$ cat src/sv/sspg_pkg.sv
`timescale 1ns / 1ps
package sspg_pkg;
	localparam int unsigned H_PIXELS = 320;
	localparam int unsigned V_PIXELS = 240;
	localparam int unsigned COL_W = 9;
	localparam int unsigned ROW_W = 8;
	localparam int unsigned MAX_CHARS = 10;

	typedef logic [15:0] color_t;
	typedef logic [1:0] screen_t;

	localparam screen_t SCR_READY  = 2'd0;
	localparam screen_t SCR_FOUND  = 2'd1;
	localparam screen_t SCR_SAVED  = 2'd2;
	localparam screen_t SCR_UNUSED = 2'd3;

	localparam color_t COL_BG     = {5'd2, 6'd4, 5'd8};
	localparam color_t COL_CARD   = {5'd4, 6'd12, 5'd20};
	localparam color_t COL_EDGE   = {5'd0, 6'd42, 5'd31};
	localparam color_t COL_ACCENT = {5'd0, 6'd58, 5'd9};
	localparam color_t COL_TEXT   = {5'd31, 6'd63, 5'd31};
	localparam color_t COL_MUTED  = {5'd15, 6'd34, 5'd26};

	typedef struct packed {
		logic [3:0] len;
		logic [7:0] top;
		logic [2:0] scale;
		logic [39:0] chars;
	} line_t;

	function automatic logic [4:0] font_row(input logic [3:0] sym, input logic [2:0] gy);
		logic [34:0] g;
		begin
			case (sym)
				4'd1: g = {5'h0e, 5'h11, 5'h11, 5'h1f, 5'h11, 5'h11, 5'h11};
				4'd2: g = {5'h0f, 5'h10, 5'h10, 5'h10, 5'h10, 5'h10, 5'h0f};
				4'd3: g = {5'h1e, 5'h11, 5'h11, 5'h11, 5'h11, 5'h11, 5'h1e};
				4'd4: g = {5'h1f, 5'h10, 5'h10, 5'h1e, 5'h10, 5'h10, 5'h1f};
				4'd5: g = {5'h1f, 5'h10, 5'h10, 5'h1e, 5'h10, 5'h10, 5'h10};
				4'd6: g = {5'h1f, 5'h04, 5'h04, 5'h04, 5'h04, 5'h04, 5'h1f};
				4'd7: g = {5'h11, 5'h19, 5'h15, 5'h13, 5'h11, 5'h11, 5'h11};
				4'd8: g = {5'h0e, 5'h11, 5'h11, 5'h11, 5'h11, 5'h11, 5'h0e};
				4'd9: g = {5'h1e, 5'h11, 5'h11, 5'h1e, 5'h10, 5'h10, 5'h10};
				4'd10: g = {5'h1e, 5'h11, 5'h11, 5'h1e, 5'h14, 5'h12, 5'h11};
				4'd11: g = {5'h0f, 5'h10, 5'h10, 5'h0e, 5'h01, 5'h01, 5'h1e};
				4'd12: g = {5'h1f, 5'h04, 5'h04, 5'h04, 5'h04, 5'h04, 5'h04};
				4'd13: g = {5'h11, 5'h11, 5'h11, 5'h11, 5'h11, 5'h11, 5'h0e};
				4'd14: g = {5'h11, 5'h11, 5'h11, 5'h11, 5'h11, 5'h0a, 5'h04};
				4'd15: g = {5'h11, 5'h11, 5'h0a, 5'h04, 5'h04, 5'h04, 5'h04};
				default: g = '0;
			endcase
			font_row = (gy < 3'd7) ? g[5'd30 - 5'(gy) * 5'd5 +: 5] : 5'd0;
		end
	endfunction

	function automatic line_t text_line(input logic [2:0] n);
		begin
			case (n)
				3'd0: text_line = '{4'd5, 8'd112, 3'd5, {4'd10, 4'd4, 4'd1, 4'd3, 4'd15, 20'd0}};
				3'd1: text_line = '{4'd6, 8'd155, 3'd5,
					{4'd12, 4'd8, 4'd0, 4'd12, 4'd1, 4'd9, 16'd0}};
				3'd2: text_line = '{4'd10, 8'd112, 3'd4,
					{4'd2, 4'd8, 4'd7, 4'd7, 4'd4, 4'd2, 4'd12, 4'd6, 4'd8, 4'd7}};
				3'd3: text_line = '{4'd5, 8'd153, 3'd6, {4'd5, 4'd8, 4'd13, 4'd7, 4'd3, 20'd0}};
				3'd4: text_line = '{4'd4, 8'd112, 3'd6, {4'd3, 4'd1, 4'd12, 4'd1, 24'd0}};
				3'd5: text_line = '{4'd5, 8'd153, 3'd6, {4'd11, 4'd1, 4'd14, 4'd4, 4'd3, 20'd0}};
				default: text_line = '0;
			endcase
		end
	endfunction
endpackage

$ cat src/sv/sspg_if.sv
`timescale 1ns / 1ps
interface sspg_coord_if;
	logic valid;
	logic ready;
	logic [8:0] column;
	logic [7:0] row;
	modport source(output valid, column, row, input ready);
	modport sink(input valid, column, row, output ready);
endinterface

interface sspg_pixel_if;
	logic valid;
	logic ready;
	logic [15:0] pixel_color;
	modport source(output valid, pixel_color, input ready);
	modport sink(input valid, pixel_color, output ready);
endinterface

$ cat src/sv/sspg_text.sv
`timescale 1ns / 1ps
module sspg_text (
	input  logic [2:0] line_sel,
	input  logic [8:0] column,
	input  logic [7:0] row,
	output logic       inked
);
	import sspg_pkg::*;
	line_t ln;
	logic [10:0] width;
	logic [9:0] left;
	logic signed [10:0] tx;
	logic signed [9:0] ty;
	logic [8:0] txu;
	logic [6:0] q;
	logic [15:0] q_prod;
	logic [4:0] idx;
	logic [2:0] cc;
	logic [2:0] gy;
	logic [4:0] bits;
	logic ok;

	function automatic logic [8:0] div_scale(input logic [8:0] x, input logic [2:0] sc);
		logic [18:0] p5;
		logic [19:0] p6;
		begin
			p5 = 19'(x) * 19'd205;
			p6 = 20'(x) * 20'd342;
			case (sc)
				3'd4: div_scale = x >> 2;
				3'd5: div_scale = p5[18:10];
				3'd6: div_scale = p6[19:11];
				default: div_scale = 9'd0;
			endcase
		end
	endfunction

	always_comb begin
		ln = text_line(line_sel);
		width = 11'((7'(ln.len) * 7'd6 - 7'd1) * 11'(ln.scale));
		left = 10'd160 - 10'(width >> 1);
		tx = $signed({2'b0, column}) - $signed({1'b0, left});
		ty = $signed({2'b0, row}) - $signed({2'b0, ln.top});
		txu = tx[8:0];
		q = 7'(div_scale(txu, ln.scale));
		gy = 3'(div_scale({1'b0, ty[7:0]}, ln.scale));
		q_prod = 16'(q) * 16'd342;
		idx = q_prod[15:11];
		cc = 3'(q - 7'(idx) * 7'd6);
		ok = !tx[10] && !ty[9] && (ty < $signed(10'(7 * ln.scale)))
			&& tx < 11'sd512 && ln.len != 4'd0 && idx < {1'b0, ln.len} && cc < 3'd5;
		bits = ok ? font_row(ln.chars[6'd36 - 6'(idx) * 6'd4 +: 4], gy) : 5'd0;
		inked = ok && bits[3'd4 - cc];
	end
endmodule

$ cat src/sv/status_screen_pixel_generator_core.sv
`timescale 1ns / 1ps
// channel  dir  payload
// coord    in   column[8:0], row[7:0]
// pixel    out  pixel_color[15:0]
// cfg      in   cfg_we, cfg_wdata[1:0] -> screen_select
// One pixel per clock unless pixel.ready stalls the result; stages: input register, then result register.
// Reset empties both stages and sets screen_select to the ready screen.
// A stalled result holds; the input stage advances whenever the result stage frees.
module status_screen_pixel_generator_core (
	input  logic clk,
	input  logic arst_n,
	input  logic cfg_we,
	input  logic [1:0] cfg_wdata,
	sspg_coord_if.sink   coord,
	sspg_pixel_if.source pixel
);
	import sspg_pkg::*;
	screen_t screen_q;
	logic v_s1, v_s2;
	logic [8:0] col_s1;
	logic [7:0] row_s1;
	color_t color_s2, c;
	logic adv2, in0, in1;
	logic signed [9:0] dx;
	logic signed [8:0] dy;
	logic [19:0] r2;

	assign adv2 = !v_s2 || pixel.ready;
	assign coord.ready = !v_s1 || adv2;
	assign pixel.valid = v_s2;
	assign pixel.pixel_color = color_s2;

	sspg_text u_t0 (.line_sel({screen_q, 1'b0}), .column(col_s1), .row(row_s1), .inked(in0));
	sspg_text u_t1 (.line_sel({screen_q, 1'b1}), .column(col_s1), .row(row_s1), .inked(in1));

	always_comb begin
		c = COL_BG;
		dx = $signed({1'b0, col_s1}) - 10'sd160;
		dy = $signed({1'b0, row_s1}) - 9'sd66;
		r2 = 20'(20'(dx) * 20'(dx) + 20'(dy) * 20'(dy));
		if (col_s1 < 9'(H_PIXELS) && 9'(row_s1) < 9'(V_PIXELS)) begin
			if (col_s1 >= 9'd16 && col_s1 < 9'd304 && row_s1 >= 8'd34 && row_s1 < 8'd206) begin
				c = COL_CARD;
				if (col_s1 < 9'd20 || col_s1 >= 9'd300 || row_s1 < 8'd38 || row_s1 >= 8'd202)
					c = COL_EDGE;
			end
			if (r2 < 20'd225) c = (screen_q == SCR_READY) ? COL_MUTED : COL_ACCENT;
			if (row_s1 >= 8'd92 && row_s1 < 8'd95 && col_s1 >= 9'd42 && col_s1 < 9'd278)
				c = COL_MUTED;
			if (screen_q != SCR_UNUSED && (in0 || in1)) c = COL_TEXT;
		end
	end

	always_ff @(posedge clk or negedge arst_n) begin
		if (!arst_n) begin
			screen_q <= SCR_READY;
			v_s1 <= 1'b0;
			v_s2 <= 1'b0;
		end else begin
			if (cfg_we) screen_q <= cfg_wdata;
			if (coord.ready) v_s1 <= coord.valid;
			if (adv2) v_s2 <= v_s1;
		end
	end

	always_ff @(posedge clk) begin
		if (coord.ready && coord.valid) begin
			col_s1 <= coord.column;
			row_s1 <= coord.row;
		end
		if (adv2 && v_s1) color_s2 <= c;
	end
endmodule
$ cat src/flat_wrapper.sv
// flat-port wrapper written by rule: the top's interface ports become plain ports
module status_screen_pixel_generator_core_flat import sspg_pkg::*;
  (clk, arst_n, cfg_we, cfg_wdata, coord_valid, coord_column, coord_row, coord_ready, pixel_valid, pixel_pixel_color, pixel_ready);
  sspg_coord_if coord_i ();
  sspg_pixel_if pixel_i ();
  input  logic clk;
  input  logic arst_n;
  input  logic cfg_we;
  input  logic [1:0] cfg_wdata;
  input wire logic [$bits(coord_i.valid)-1:0] coord_valid;
  input wire logic [$bits(coord_i.column)-1:0] coord_column;
  input wire logic [$bits(coord_i.row)-1:0] coord_row;
  output wire logic [$bits(coord_i.ready)-1:0] coord_ready;
  output wire logic [$bits(pixel_i.valid)-1:0] pixel_valid;
  output wire logic [$bits(pixel_i.pixel_color)-1:0] pixel_pixel_color;
  input wire logic [$bits(pixel_i.ready)-1:0] pixel_ready;
  assign coord_i.valid = coord_valid;
  assign coord_i.column = coord_column;
  assign coord_i.row = coord_row;
  assign coord_ready = coord_i.ready;
  assign pixel_valid = pixel_i.valid;
  assign pixel_pixel_color = pixel_i.pixel_color;
  assign pixel_i.ready = pixel_ready;
  status_screen_pixel_generator_core u_core (.clk(clk), .arst_n(arst_n), .cfg_we(cfg_we), .cfg_wdata(cfg_wdata), .coord(coord_i), .pixel(pixel_i));
endmodule
$ cat config.mk
export PLATFORM = sky130hd
export DESIGN_NAME = status_screen_pixel_generator_core_flat
export DESIGN_NICKNAME = d
export VERILOG_FILES = /design/src/sv/sspg_pkg.sv /design/src/sv/sspg_if.sv /design/src/sv/sspg_text.sv /design/src/sv/status_screen_pixel_generator_core.sv /design/src/flat_wrapper.sv
export SDC_FILE = /design/constraint.sdc
export NUM_CORES = 1
export LEC_CHECK = 0
export ABC_CLOCK_PERIOD_IN_PS = 20900
export BUFFER_PORTS_ARGS = -buffer_cell sky130_fd_sc_hd__buf_2
export CAP_MARGIN = 20
export CORE_ASPECT_RATIO = 0.8
export CORE_MARGIN = 5
export CORE_UTILIZATION = 60
export CTS_CLUSTER_DIAMETER = 30
export CTS_CLUSTER_SIZE = 28
export DETAILED_ROUTE_END_ITERATION = 16
export PLACE_DENSITY = 0.86
export SLEW_MARGIN = 20
export SYNTH_ARGS = -nofsm -noshare
export SYNTH_HDL_FRONTEND = slang
export SYNTH_SLANG_ARGS = --single-unit
export TNS_END_PERCENT = 5
$ cat constraint.sdc
create_clock -name clk -period 20.9 [get_ports clk]
set_input_delay 4.18 -clock clk [delete_from_list [all_inputs] [get_ports clk]]
set_output_delay 4.18 -clock clk [all_outputs]
set_load 0.01 [all_outputs]
==> impl_metrics.env <==
export IMPL_status="finished, final reports clean"
export IMPL_cp_common_cell="inv_1"
export IMPL_finalMaxSlewViolations=0
export IMPL_cts_tree="done"
export IMPL_yosysMostFrequentCell="inv_1"
export IMPL_finalHoldViolations=0
export IMPL_synth_simple_gate_area_share_pct=14.25
export IMPL_root_buffer="clkbuf_16"
export IMPL_fin_crit_sh_pct=88.18
export IMPL_postCtsHoldBufs=0
export IMPL_synthArstFlopShare_pct=11.76
export IMPL_synth_top_family_by_area="adder cells"
export IMPL_arrival_ns=18.46
export IMPL_timing_rr_end="u_core.pixel.pixel_color[4]"
export IMPL_min_period_ns=18.43
export IMPL_wl_per_cell_um=19.56
export IMPL_syn_avg_cell_area_um2=8.393
export IMPL_via_per_inst=6.325
export IMPL_synth_top_area_share_pct=26.14
export IMPL_num_fill_cells=3474
export IMPL_antenna_found_initial=5
export IMPL_yosys_top_cells_count="567 x inv_1, 545 x ha_1, 274 x fa_1, 190 x nor2_1, 179 x nand2_1"
export IMPL_muxShareOfSynthArea_pct=1.228
export IMPL_synth_xor_area_share_pct=5.607
export IMPL_synth_largest_area_cell="ha_1"
export IMPL_place_congestion=1.078
export IMPL_clkLatencyLatePin_ns=0.28
export IMPL_start_util_pct=60.59
export IMPL_setup_ws_ns=2.471
export IMPL_ctsResizeCount=0
export IMPL_synthAdderAreaFrac_pct=47.24
export IMPL_num_rows=68
export IMPL_dpl_cell_area_um2=26750
export IMPL_ys_seq_area_share_pct=3.837
export IMPL_finalSetupTns_ns=0
export IMPL_hold_path_depth=1
export IMPL_synth_cell_types=127
export IMPL_htree_levels=2
export IMPL_cts_sinks=34
export IMPL_cp_end_kind="register"
export IMPL_place_ws_ns=3.020
export IMPL_top_layer="met5"
export IMPL_finClkSkew_ns=0.006943
export IMPL_max_freq_mhz=54.26
export IMPL_area_delta_synth_final_pct=3.079
export IMPL_critPathKind="register to register"
export IMPL_drive_gt1_share_pct=5.601
export IMPL_synth_edf_count=30
export IMPL_wl_met2_um=31050
export IMPL_drc=0
export IMPL_reg2reg_slack_ns=2.47
export IMPL_wl_met1_um=29460
export IMPL_grt_pass1_vias=22920
export IMPL_fin_area_um2=26890
export IMPL_dp_hpwl_um=58820
export IMPL_synthFlopType="edfxtp_1"
export IMPL_nNetsFinal=3931
export IMPL_synth_area_leaders="ha_1 26%, fa_1 21%, inv_1 8.2%"
export IMPL_rsz0062_at_grt="false"
export IMPL_synth_area_um2=26090
export IMPL_die_area_um2=47770
export IMPL_max_stage_delay_ns=0.89
export IMPL_coreArea_um2=43050
export IMPL_io_buffers=41
export IMPL_worstReg2RegStart="u_core.screen_q[0]"
export IMPL_cts_buffers=5
export IMPL_fin_util_pct=62.46
export IMPL_drtIter0Drc=2765
export IMPL_synthCells=3108
export IMPL_startpoint="u_core.screen_q[0]"
export IMPL_routed_wl_um=71420
export IMPL_firstDrtPassIters=7
export IMPL_grt_overflow=0
export IMPL_clock_path_buffers=2
export IMPL_crit_slowest_cell="ha_1"
export IMPL_post_cts_buffers=0
export IMPL_hp_start="u_core.v_s1"
export IMPL_ys_warn_count=0
export IMPL_gr_usage_all_layers_pct=29.27
export IMPL_reg2regPathDepth=69
export IMPL_synth_compound_area_share_pct=17.47
export IMPL_critPathCapture="u_core.pixel.pixel_color[4]"
export IMPL_setup_viol_count_final=0
export IMPL_die_height_um=196.5
export IMPL_synth_seq_cells=34
export IMPL_required_ns=20.93
export IMPL_critical_path_max_fanout=20
export IMPL_hold_class="register to register"
export IMPL_die_w_um=243.1
export IMPL_grt_pass1_wl_um=117100
export IMPL_via_count=23090
export IMPL_cap_violations=0
export IMPL_io_pins=42
export IMPL_start_kind="register"
export IMPL_grt_max_degree=38
export IMPL_wl_met3_um=7755
export IMPL_ant_nets=0
export IMPL_synth_fp_nets=3951
export IMPL_slew_headroom_pct=18.74
export IMPL_tightest_slew_ns=1.219
export IMPL_path_clk_slew_ns=0.06
[metrics by stage]
stage	instances	hold WS, ns
2_1_floorplan	3108	0.4490
3_3_place_gp	3641	0.4619
3_5_place_dp	3641	0.4868
4_1_cts	3649	0.4925
5_1_grt	3651	0.5113
6_report	3651	0.4968
[worst min-delay path by stage]
stage                    endpoint  slack (ns)
2_1_floorplan  u_core.pixel.valid        0.45
3_3_place_gp   u_core.pixel.valid        0.46
3_5_place_dp   u_core.pixel.valid        0.49
4_1_cts        u_core.pixel.valid        0.49
5_1_grt        u_core.pixel.valid        0.51
6_report       u_core.pixel.valid        0.50
[flip-flops by register name, indices dropped and copies added, names as in the netlist]
signal,count
u_core.col_s1,9
u_core.pixel.pixel_color,13
u_core.pixel.valid,1
u_core.row_s1,8
u_core.screen_q,2
u_core.v_s1,1
[placed cells by master, fill, tap and decap left out, types with 30 or more instances in the layout]
master | netlist | final
a21o_1 | 34 | 34
a21oi_1 | 136 | 136
buf_2 | 17 | 41
buf_4 | 11 | 37
edfxtp_1 | 30 | 30
fa_1 | 274 | 274
ha_1 | 545 | 545
inv_1 | 567 | 567
nand2_1 | 179 | 179
nand2b_1 | 35 | 35
nand3_1 | 67 | 67
nand4_1 | 32 | 32
nor2_1 | 190 | 190
nor3_1 | 58 | 58
o21ai_0 | 105 | 105
xnor2_1 | 113 | 113
xor2_1 | 47 | 46
[critical path: cells and delay by family, from the launching register on]
kind	cells	cell delay, ns
flip-flops	1	0.59
AND/OR/NAND/NOR	14	3.14
buffers and inverters	12	1.13
adder cells (fa/ha/maj)	16	6.55
AO/OA/AOI/OAI	22	5.79
XOR/XNOR	5	0.95
[per-layer routing]
metal / track usage, % / up-vias
met3: 6.819 / 284
met1: 39.72 / 10810
met5: 0 / -
met2: 46.69 / 1327
li1: - / 10660
met4: 9.643 / 6
[kinds of logic (layout without fill, tap and decap cells)]
group                    after synthesis  after routing
AND/OR/NAND/NOR                      741            741
AO/OA/AOI/OAI                        636            636
flip-flops                            34             34
XOR/XNOR                             163            163
multiplexers                          30             30
buffers and inverters                682            663
other                                  1              3
adder cells (fa/ha/maj)              821            821
[area by class of cell]
type                       count  area [um^2]  share of cell area (%)
timing repair buffer          78        483.0                   1.796
multi-input combinational   2392        22390                   83.28
clock inverter                 2        8.758                 0.03257
inverter                     577         2168                   8.064
sequential                    34         1001                   3.722
antenna                        2        5.005                 0.01861
tap                          560        700.7                   2.606
clock buffer                   6        128.9                  0.4793
Power is not shown: default switching activity piles up to over one toggle a cycle in this logic, so the estimate is an artifact.
